[config.mk]
export PLATFORM = sky130hd
export DESIGN_NAME = stepping_substitution_cipher
export DESIGN_NICKNAME = d
export VERILOG_FILES = /design/src/rtl/ssc_pkg.sv /design/src/rtl/ssc_key_regs.sv /design/src/rtl/ssc_xform.sv /design/src/rtl/stepping_substitution_cipher.sv
export SDC_FILE = /design/constraint.sdc
export NUM_CORES = 1
export LEC_CHECK = 0
export BUFFER_PORTS_ARGS = -buffer_cell sky130_fd_sc_hd__buf_4
export CORE_MARGIN = 1.5
export CORE_UTILIZATION = 65
export DETAILED_ROUTE_END_ITERATION = 12
export GPL_ROUTABILITY_DRIVEN = 0
export PLACE_DENSITY = 0.85
export SYNTH_ARGS = -nofsm -noshare
export SYNTH_HDL_FRONTEND = slang
export SYNTH_HIERARCHICAL = 1
export SYNTH_SLANG_ARGS = --single-unit
[constraint.sdc]
create_clock -name aclk -period 10.87 [get_ports aclk]
set_input_delay 1.6305 -clock aclk [delete_from_list [all_inputs] [get_ports aclk]]
set_output_delay 1.6305 -clock aclk [all_outputs]
set_load 0.01 [all_outputs]
[src/rtl/ssc_pkg.sv]
// ----------------------------------------------------------------------------
// ssc_pkg
// Types and constants shared by the stepping substitution cipher modules.
// ----------------------------------------------------------------------------
`timescale 1ns / 1ps
`default_nettype none

package ssc_pkg;

    localparam int unsigned ALPHA_LEN  = 26;
    localparam int unsigned KEY_W      = 5;
    localparam int unsigned CFG_DATA_W = 60;
    localparam int unsigned CFG_IDX_W  = 2;

    localparam logic [7:0] LOWER_BASE = 8'h61;
    localparam logic [7:0] UPPER_BASE = 8'h41;

    localparam logic [CFG_IDX_W-1:0] CFG_KEY_LOW  = 2'd0;
    localparam logic [CFG_IDX_W-1:0] CFG_KEY_MID  = 2'd1;
    localparam logic [CFG_IDX_W-1:0] CFG_KEY_HIGH = 2'd2;

    typedef logic [ALPHA_LEN-1:0][KEY_W-1:0] key_array_t;

    typedef struct packed {
        logic [7:0] in_byte;
        logic       mode;
        logic       in_last;
    } ssc_in_t;

    typedef struct packed {
        logic [7:0] out_byte;
        logic       out_last;
    } ssc_out_t;

endpackage

`default_nettype wire

[src/rtl/ssc_key_regs.sv]
// ----------------------------------------------------------------------------
// ssc_key_regs
// Holds the 26-entry substitution key written through the register port.
// ----------------------------------------------------------------------------
`timescale 1ns / 1ps
`default_nettype none

module ssc_key_regs (
    input  wire logic                                 aclk,
    input  wire logic                                 aresetn,
    input  wire logic                                 cfg_wr_en,
    input  wire logic [ssc_pkg::CFG_IDX_W-1:0]        cfg_index,
    input  wire logic [ssc_pkg::CFG_DATA_W-1:0]       cfg_data,
    output ssc_pkg::key_array_t                       keys
);

    logic [59:0] key_low_reg;
    logic [59:0] key_mid_reg;
    logic [9:0]  key_high_reg;

    always_ff @(posedge aclk) begin
        if (!aresetn) begin
            key_low_reg  <= '0;
            key_mid_reg  <= '0;
            key_high_reg <= '0;
        end else if (cfg_wr_en) begin
            unique case (cfg_index)
                ssc_pkg::CFG_KEY_LOW:  key_low_reg  <= cfg_data;
                ssc_pkg::CFG_KEY_MID:  key_mid_reg  <= cfg_data;
                ssc_pkg::CFG_KEY_HIGH: key_high_reg <= cfg_data[9:0];
                default: ;
            endcase
        end
    end

    assign keys = {key_high_reg, key_mid_reg, key_low_reg};

endmodule

`default_nettype wire

[src/rtl/ssc_xform.sv]
// ----------------------------------------------------------------------------
// ssc_xform
// Maps one registered character through the key in encode or decode mode.
// ----------------------------------------------------------------------------
`timescale 1ns / 1ps
`default_nettype none

module ssc_xform (
    input  wire ssc_pkg::ssc_in_t     item,
    input  wire logic [4:0]           wheel_sum,
    input  wire ssc_pkg::key_array_t  keys,
    output ssc_pkg::ssc_out_t         result
);

    logic       is_lower;
    logic       is_upper;
    logic [7:0] base;
    logic [7:0] offset;
    logic [4:0] pos;
    logic [5:0] enc_raw;
    logic [4:0] enc_idx;
    logic [4:0] enc_val;
    logic [4:0] match_idx;
    logic [5:0] dec_raw;
    logic [4:0] dec_val;
    logic [4:0] val;

    always_comb begin
        is_lower = (item.in_byte >= ssc_pkg::LOWER_BASE) &&
                   (item.in_byte < ssc_pkg::LOWER_BASE + 8'(ssc_pkg::ALPHA_LEN));
        is_upper = (item.in_byte >= ssc_pkg::UPPER_BASE) &&
                   (item.in_byte < ssc_pkg::UPPER_BASE + 8'(ssc_pkg::ALPHA_LEN));
        base     = is_upper ? ssc_pkg::UPPER_BASE : ssc_pkg::LOWER_BASE;
        offset   = item.in_byte - base;
        pos      = offset[4:0];

        enc_raw = {1'b0, pos} + {1'b0, wheel_sum};
        if (enc_raw >= 6'(ssc_pkg::ALPHA_LEN)) begin
            enc_raw = enc_raw - 6'(ssc_pkg::ALPHA_LEN);
        end
        enc_idx = enc_raw[4:0];
        enc_val = keys[enc_idx];

        match_idx = 5'(ssc_pkg::ALPHA_LEN);
        for (int k = ssc_pkg::ALPHA_LEN - 1; k >= 0; k--) begin
            if (keys[k] == pos) begin
                match_idx = 5'(k);
            end
        end

        dec_raw = {1'b0, match_idx} + 6'(ssc_pkg::ALPHA_LEN) - {1'b0, wheel_sum};
        if (dec_raw >= 6'(2 * ssc_pkg::ALPHA_LEN)) begin
            dec_raw = dec_raw - 6'(2 * ssc_pkg::ALPHA_LEN);
        end else if (dec_raw >= 6'(ssc_pkg::ALPHA_LEN)) begin
            dec_raw = dec_raw - 6'(ssc_pkg::ALPHA_LEN);
        end
        dec_val = dec_raw[4:0];

        val = item.mode ? dec_val : enc_val;

        result.out_last = item.in_last;
        if (is_lower || is_upper) begin
            result.out_byte = base + {3'b000, val};
        end else begin
            result.out_byte = item.in_byte;
        end
    end

endmodule

`default_nettype wire

[src/rtl/stepping_substitution_cipher.sv]
// ----------------------------------------------------------------------------
// stepping_substitution_cipher
// One character per cycle while the output is not stalled, through a key whose offset steps like an odometer.
// ----------------------------------------------------------------------------
// Each transfer on the s_ channel carries one character, a mode bit and a last
// flag; exactly one result follows on the m_ channel via the input and result
// registers, and a new character can be taken in every cycle unless the output
// stalls. The character enters the input register with the wheel sum mod 26,
// is mapped by a single combinational pass (key lookup for encode, priority
// compare over all 26 key entries for decode), and lands in the result
// register. The wheels step on every accepted character and clear after one
// marked last. The user must write key registers via cfg_wr_en, cfg_index and
// cfg_data only when the stream is idle (not enforced); index 3 is ignored.
// ----------------------------------------------------------------------------
`timescale 1ns / 1ps
`default_nettype none

module stepping_substitution_cipher (
    input  wire logic                             aclk,
    input  wire logic                             aresetn,
    input  wire logic                             cfg_wr_en,
    input  wire logic [ssc_pkg::CFG_IDX_W-1:0]    cfg_index,
    input  wire logic [ssc_pkg::CFG_DATA_W-1:0]   cfg_data,
    input  wire logic                             s_valid,
    output logic                                  s_ready,
    input  wire ssc_pkg::ssc_in_t                 s_data,
    output logic                                  m_valid,
    input  wire logic                             m_ready,
    output ssc_pkg::ssc_out_t                     m_data
);

    ssc_pkg::key_array_t keys;
    ssc_pkg::ssc_in_t    in_item_reg;
    ssc_pkg::ssc_out_t   result;
    ssc_pkg::ssc_out_t   m_data_reg;

    logic       in_valid_reg;
    logic       in_valid_next;
    logic [4:0] wheel_sum_reg;
    logic [4:0] wheel_sum_next;
    logic [5:0] wheel_sum_raw;
    logic [4:0] fast_wheel_reg;
    logic [4:0] fast_wheel_next;
    logic [4:0] slow_wheel_reg;
    logic [4:0] slow_wheel_next;
    logic       m_valid_reg;
    logic       m_valid_next;
    logic       s_xfer;
    logic       out_load;

    ssc_key_regs u_key_regs (
        .aclk      (aclk),
        .aresetn   (aresetn),
        .cfg_wr_en (cfg_wr_en),
        .cfg_index (cfg_index),
        .cfg_data  (cfg_data),
        .keys      (keys)
    );

    ssc_xform u_xform (
        .item      (in_item_reg),
        .wheel_sum (wheel_sum_reg),
        .keys      (keys),
        .result    (result)
    );

    assign out_load = in_valid_reg && (!m_valid_reg || m_ready);
    assign s_ready  = !in_valid_reg || out_load;
    assign s_xfer   = s_valid && s_ready;

    always_comb begin
        wheel_sum_raw = {1'b0, fast_wheel_reg} + {1'b0, slow_wheel_reg};
        if (wheel_sum_raw >= 6'(ssc_pkg::ALPHA_LEN)) begin
            wheel_sum_raw = wheel_sum_raw - 6'(ssc_pkg::ALPHA_LEN);
        end
        wheel_sum_next = wheel_sum_raw[4:0];

        fast_wheel_next = fast_wheel_reg;
        slow_wheel_next = slow_wheel_reg;
        if (s_xfer) begin
            if (s_data.in_last) begin
                fast_wheel_next = '0;
                slow_wheel_next = '0;
            end else if (fast_wheel_reg == 5'(ssc_pkg::ALPHA_LEN - 1)) begin
                fast_wheel_next = '0;
                if (slow_wheel_reg == 5'(ssc_pkg::ALPHA_LEN - 1)) begin
                    slow_wheel_next = '0;
                end else begin
                    slow_wheel_next = slow_wheel_reg + 5'd1;
                end
            end else begin
                fast_wheel_next = fast_wheel_reg + 5'd1;
            end
        end

        if (s_xfer) begin
            in_valid_next = 1'b1;
        end else if (out_load) begin
            in_valid_next = 1'b0;
        end else begin
            in_valid_next = in_valid_reg;
        end

        if (out_load) begin
            m_valid_next = 1'b1;
        end else if (m_ready) begin
            m_valid_next = 1'b0;
        end else begin
            m_valid_next = m_valid_reg;
        end
    end

    always_ff @(posedge aclk) begin
        if (!aresetn) begin
            fast_wheel_reg <= '0;
            slow_wheel_reg <= '0;
            in_valid_reg   <= 1'b0;
            m_valid_reg    <= 1'b0;
        end else begin
            fast_wheel_reg <= fast_wheel_next;
            slow_wheel_reg <= slow_wheel_next;
            in_valid_reg   <= in_valid_next;
            m_valid_reg    <= m_valid_next;
        end
    end

    always_ff @(posedge aclk) begin
        if (s_xfer) begin
            in_item_reg   <= s_data;
            wheel_sum_reg <= wheel_sum_next;
        end
        if (out_load) begin
            m_data_reg <= result;
        end
    end

    assign m_valid = m_valid_reg;
    assign m_data  = m_data_reg;

endmodule

`default_nettype wire

* After elaboration in Yosys (flattened, before gate mapping)
Index checks and enable logic that the tools add are counted.
Operators by class: magnitude comparators 9, muxes and demuxes 44, div/mod/pow operators 0, add/sub/neg operators 12, reduce and logical (&&, ||, !) cells 17, shift-type cells 0, bitwise operators 0, equality and inequality tests 30, multipliers 0
Operators with widths (number):
- 5-bit 2-to-1 mux | 27
- 5-bit equality test | 26
- 4-bit 2-to-1 mux | 8
- 5-bit binary-select mux with 5-bit select | 1
- 5-bit subtractor (second input constant) | 4
- 6-bit by 5-bit greater-or-equal comparator with 1-bit output (second input constant) | 3
- 8-bit by 7-bit greater-or-equal comparator with 1-bit output (second input constant) | 2
- 8-bit by 7-bit < comparator with 1-bit output (second input constant) | 2
- 5-bit by 5-bit adder with 6-bit output | 2
- 5-bit by 1-bit adder with 5-bit output (second input constant) | 2
- 5-bit equality test (second input constant) | 2
- 7-bit by 5-bit adder with 8-bit output | 1
- 8-bit 2-to-1 mux | 1
- 2-bit AND reduction | 4
- 5-bit by 5-bit adder with 6-bit output (second input constant) | 1
- 6-bit greater-or-equal comparator (second input constant) | 1
- 5-bit by 6-bit < comparator with 1-bit output (second input constant) | 1
- 6-bit 2-to-1 mux | 1
- 2-bit nonzero test | 3
- 6-bit by 5-bit subtractor with 6-bit output | 1
- 5-bit subtractor | 1
- 1-bit logical AND | 4
- 1-bit 2-to-1 mux | 4
- 2-bit 2-to-1 mux | 2
- 5 further kinds | 8
Word-level totals: ROM bits 0, bits in latches 0, word-level logic and storage cells 125, bits in writable memories 0, memories 0, bits in registers 166, output and inout port bits 11

* Depth between registers and ports, before layout
depth in word-level cells 39, gate-level depth with buffers 35, gate-level depth less buffers 32

* By module
Netlist, hierarchy kept.
By module, submodules not included:
- ssc_key_regs | cells each 489, area each 5023.6 um^2, instances 1
- ssc_xform | cells each 619, area each 4639.4 um^2, instances 1
- stepping_substitution_cipher | cells each 115, area each 1551.5 um^2, instances 1

* Least setup slack after synthesis
No wires, ideal clock.
path type flip-flop to flip-flop, start register in_item_reg[2] in the netlist's numbering, end register m_data_reg (netlist bit m_data[5]) (data pin), clock period less this slack 7.417 ns, cell stages (with the launch flop) 33, path slack 3.453 ns, arrival time 7.158 ns, library setup time 0.260 ns, path buffers 4, cells stage by stage edfxtp_1 -> buf_2 -> buf_1 -> inv_1 -> ha_1 -> nor3b_1 -> xnor2_1 -> clkbuf_1 -> buf_1 -> xnor2_1 -> nor3_1 -> nor2_1 -> o21ai_0 -> nand2_1 -> a31oi_1 -> o31ai_1 -> ha_1 -> inv_1 -> ha_1 -> fa_1 -> xnor2_1 -> inv_1 -> ha_1 -> a21oi_1 -> o21ai_0 -> a21oi_1 -> mux2i_1 -> o21a_1 -> nor2_1 -> a41oi_1 -> a211oi_1 -> xnor2_1 -> mux2_2
RTL lines:
- start, declared | RTL line stepping_substitution_cipher.sv:33 | ssc_pkg::ssc_in_t in_item_reg;
- start signal, assigned | RTL line stepping_substitution_cipher.sv:129 | in_item_reg <= s_data;
- end signal, assigned | RTL line stepping_substitution_cipher.sv:133 | m_data_reg <= result;
- end, declared | RTL line stepping_substitution_cipher.sv:35 | ssc_pkg::ssc_out_t m_data_reg;

==> impl_table.tex <==
\begin{tabular}{lr}
\hline
Metric & Value \\
\hline
\multicolumn{2}{l}{\textbf{Clock network}} \\
\quad Number of instances resized during post-cts repair & 0 \\
\quad Clock buffers created by TritonCTS & 17 \\
\quad TritonCTS clock tree & yes \\
\quad Maximum number of buffers from clock root to sink & 2 \\
\quad Number of clock sinks & 166 \\
\quad Clk root buf & clkbuf\_16 \\
\quad Hold-fix buffers at CTS & 0 \\
\quad Worst skew pair latency & around 440 ps \\
\quad Clock transition at the register clock pins on the worst setup and hold paths after CTS & 70 ps \\
\quad Post-CTS repair timing setup buffer count & 0 \\
\quad CTS H-Tree Depth & 4 \\
\multicolumn{2}{l}{\textbf{Die}} \\
\quad Initial Utilization & 67.1\% \\
\quad Area of the placeable core & 16,700 µm² \\
\quad Rows & 47 \\
\quad Die Area & about 18,000 µm² \\
\quad Height of the die & 134 µm \\
\quad Horizontal extent of the die & 134 µm \\
\quad Number of I/O pins & 88 \\
\multicolumn{2}{l}{\textbf{Place}} \\
\quad Port buffer count & 87 \\
\quad Number of placed instances with taps included & 1,471 \\
\quad Post-placement cell area & about 12,000 µm² \\
\quad Final HPWL DP & around 22 mm \\
\multicolumn{2}{l}{\textbf{Synthesis}} \\
\quad Yosys warnings & 6 \\
\quad Synth cell types & 86 \\
\quad Area share of the leading cell type in the synthesized netlist & 25.3\% \\
\quad Synth area leader & dfxtp\_1 \\
\quad Average cell area after synthesis & 9.17 µm² \\
\quad Synth area leaders & dfxtp\_1, mux2i\_1, nand2\_1 \\
\quad Number of enable flip-flop cells after synthesis & 24 \\
\quad Number of instances in the synthesized netlist & 1,223 \\
\quad Post-synth design cell area & 11,200 µm² \\
\quad Sequential share of the synthesized area & a little under a third \\
\quad Synthesized Nets & 1,338 \\
\quad Number of synthesized register bits & 166 \\
\quad Post-synth ARST share & 0\% \\
\quad Primary flip-flop cell chosen by synthesis mapping & dfxtp\_1 \\
\multicolumn{2}{l}{\textbf{STA}} \\
\quad Setup Viol. Count Final & 0 \\
\quad Hold Violations, Final & 0 \\
\quad Rel. slew slack & 23.0\% \\
\quad Setup repair after global routing missed its margin & false \\
\quad Final min period & 7960 ps \\
\quad Share of the cycle needed by the critical path after routing & 73.2\% \\
\quad Final slew viol count & 0 \\
\quad Fin Setup TNS & 0 ps \\
\quad Pin slew with the least headroom to its limit & between 1000 and 1500 ps \\
\quad Maximum operating frequency & 0.126 GHz \\
\quad Setup clock skew after layout & 9.74 ps \\
\multicolumn{2}{l}{\textbf{Global routing}} \\
\quad Vias in the first global route & 9,053 \\
\quad Maximum number of pins on one net before global-route repair & roughly 110 \\
\quad Initial antenna violation count & 0 \\
\quad First-pass GRT wire length & 47.9 mm \\
\quad Overall global routing resource usage & approximately a third \\
\quad Global route total overflow & 0 \\
\multicolumn{2}{l}{\textbf{Final layout}} \\
\quad Number of nets in the layout & about 1.4k \\
\quad Layout Area Growth over Synthesis & 9.80\% \\
\quad Most common library cell in the layout ignoring fill and taps & nand2\_1 \\
\quad Final std cell area, no fill & 12,300 µm² \\
\quad Final instance count without filler cells & about 1.5k \\
\quad Most frequent cells in the layout & nand2\_1, mux2i\_1, dfxtp\_1, buf\_4, xnor2\_1 \\
\quad Layout cell share with drive strength beyond 1 & 14.2\% \\
\quad Antenna diode count & 0 \\
\multicolumn{2}{l}{\textbf{Drt}} \\
\quad DR vias & roughly 9.5k \\
\quad Vias per std cell & 6.35 \\
\quad WL per Instance & about 20 µm \\
\quad Total length of routed wires & just over 30 mm \\
\quad ANT nets after route & 0 \\
\quad Count of TritonRoute iterations in the first routing pass & 7 \\
\quad Number of DRC markers after the initial detailed-route iteration & 1,355 \\
\quad DRC violations left & 0 \\
\multicolumn{2}{l}{\textbf{Setup path}} \\
\quad Register-to-register path setup slack & 2910 ps \\
\quad Worst Path Class, Setup & reg -> reg \\
\quad Type of destination of the critical path & register \\
\quad Critical-path cell with the highest stage delay & nor3b\_1 \\
\quad RR Startpoint & in\_item\_reg[2] \\
\quad Largest stage delay on the critical path & 660 ps \\
\quad Worst reg-to-reg path cell count & 34 \\
\quad Worst R2R End & m\_data[5] \\
\quad Launching element type of the critical path & register \\
\quad Data arrival time at the worst-slack endpoint & 8140 ps \\
\quad Critical path peak fanout & 30 \\
\quad Required @ worst endpoint & 11,060 ps \\
\multicolumn{2}{l}{\textbf{Power}} \\
\quad Total power consumption of the routed design & 2.12 mW \\
\quad Maximum ir drop on the vdd rail & 0.131 mV \\
\quad Power density cells & 172 nW/µm² \\
\quad Lkg Pwr & 5.32 nW \\
\multicolumn{2}{l}{\textbf{Min path}} \\
\quad Worst Hold Path EP & m\_data[0] \\
\quad Hold path depth & 0 \\
\quad Beginning of the worst hold path & in\_item\_reg[0] \\
\quad Hold crit path type & reg -> reg \\
\multicolumn{2}{l}{\textbf{Status}} \\
\quad Result of the run & completed \\
\multicolumn{2}{l}{\textbf{Job}} \\
\quad Max\_cap viols & 0 \\
\hline
\end{tabular}
[synthesized netlist by cell type (5+ instances only)]
| cell type | number |
|---|---|
| nand2_1 | 239 |
| mux2i_1 | 166 |
| dfxtp_1 | 142 |
| xnor2_1 | 93 |
| xor2_1 | 59 |
| nor2_1 | 43 |
| nand3_1 | 40 |
| inv_1 | 36 |
| nor3_1 | 36 |
| ha_1 | 35 |
| buf_2 | 25 |
| a21oi_1 | 24 |
| edfxtp_1 | 24 |
| clkbuf_1 | 23 |
| o21ai_0 | 19 |
| mux2_2 | 15 |
| a211oi_1 | 13 |
| buf_12 | 12 |
| mux4_2 | 12 |
| a31oi_1 | 10 |
| nand4_1 | 8 |
| nand2b_1 | 7 |
| nor2b_1 | 7 |
| o211ai_1 | 7 |
| a21o_1 | 5 |
| a41oi_1 | 5 |
| buf_1 | 5 |
| nand3b_1 | 5 |
[through the flow]
stage	hold slack (ps)	setup WS, ps	util, %
4_1_cts	421	3070	73.7
5_1_grt	425	2470	73.7
2_1_floorplan	456	3450	-
3_3_place_gp	407	3560	70.3
3_5_place_dp	405	3190	70.3
6_report	421	2910	73.7
[how the worst max path moves through the flow]
stage                     cells after the start      startpoint  slack [ps]   endpoint
after floorplan                              32  in_item_reg[2]        3450  m_data[5]
after global placement                       34  in_item_reg[2]        3560  m_data[5]
after detailed placement                     34  in_item_reg[2]        3190  m_data[5]
after CTS                                    34  in_item_reg[2]        3070  m_data[5]
after global routing                         34  in_item_reg[2]        2470  m_data[5]
final                                        34  in_item_reg[2]        2910  m_data[5]
[per-layer routing]
metal  up-vias  wire length [µm]  global-route usage [%]
li1       4382                 -                       -
met5         -                 0                       0
met4         0              1400                    14.8
met3       134              2780                    7.90
met1      4464             12300                    44.4
met2       566             13700                    53.9
[logic make-up (layout without fill, tap and decap cells)]
logic type | Yosys count | count (layout) | share of synthesized area (%)
xor+xnor | 157 | 157 | 12.9
compound gates | 140 | 140 | 9.26
simple gates | 420 | 420 | 16.8
fa+ha+maj | 38 | 38 | 4.44
flops | 166 | 166 | 31.8
buf+inv | 108 | 168 | 5.97
mux | 194 | 194 | 18.9
[critical path: cells and delay by family (launching register included)]
family	cells	cell delay, ps
xor+xnor	4	870
compound gates	11	2160
buf+inv	7	1170
simple gates	5	1240
flops	1	370
mux	1	270
fa+ha+maj	6	1590
[report_power, final]
part	total [mW]	switching [mW]	internal, mW
registers	0.679	0.0293	0.650
clock network	0.585	0.271	0.314
logic	0.852	0.514	0.337
total	2.12	0.815	1.30
[final cells by class]
type                            instances  area, µm²
Multi-Input combinational cell        949       7020
Sequential cell                       166       3560
Clock buffer                           20        458
Clock inverter                         12        106
Tap cell                              220        275
Inverter                               36        135
Timing Repair Buffer                  100        754
Fill cell                            1224       4390
Note: power is estimated with default switching activity, not from simulation.
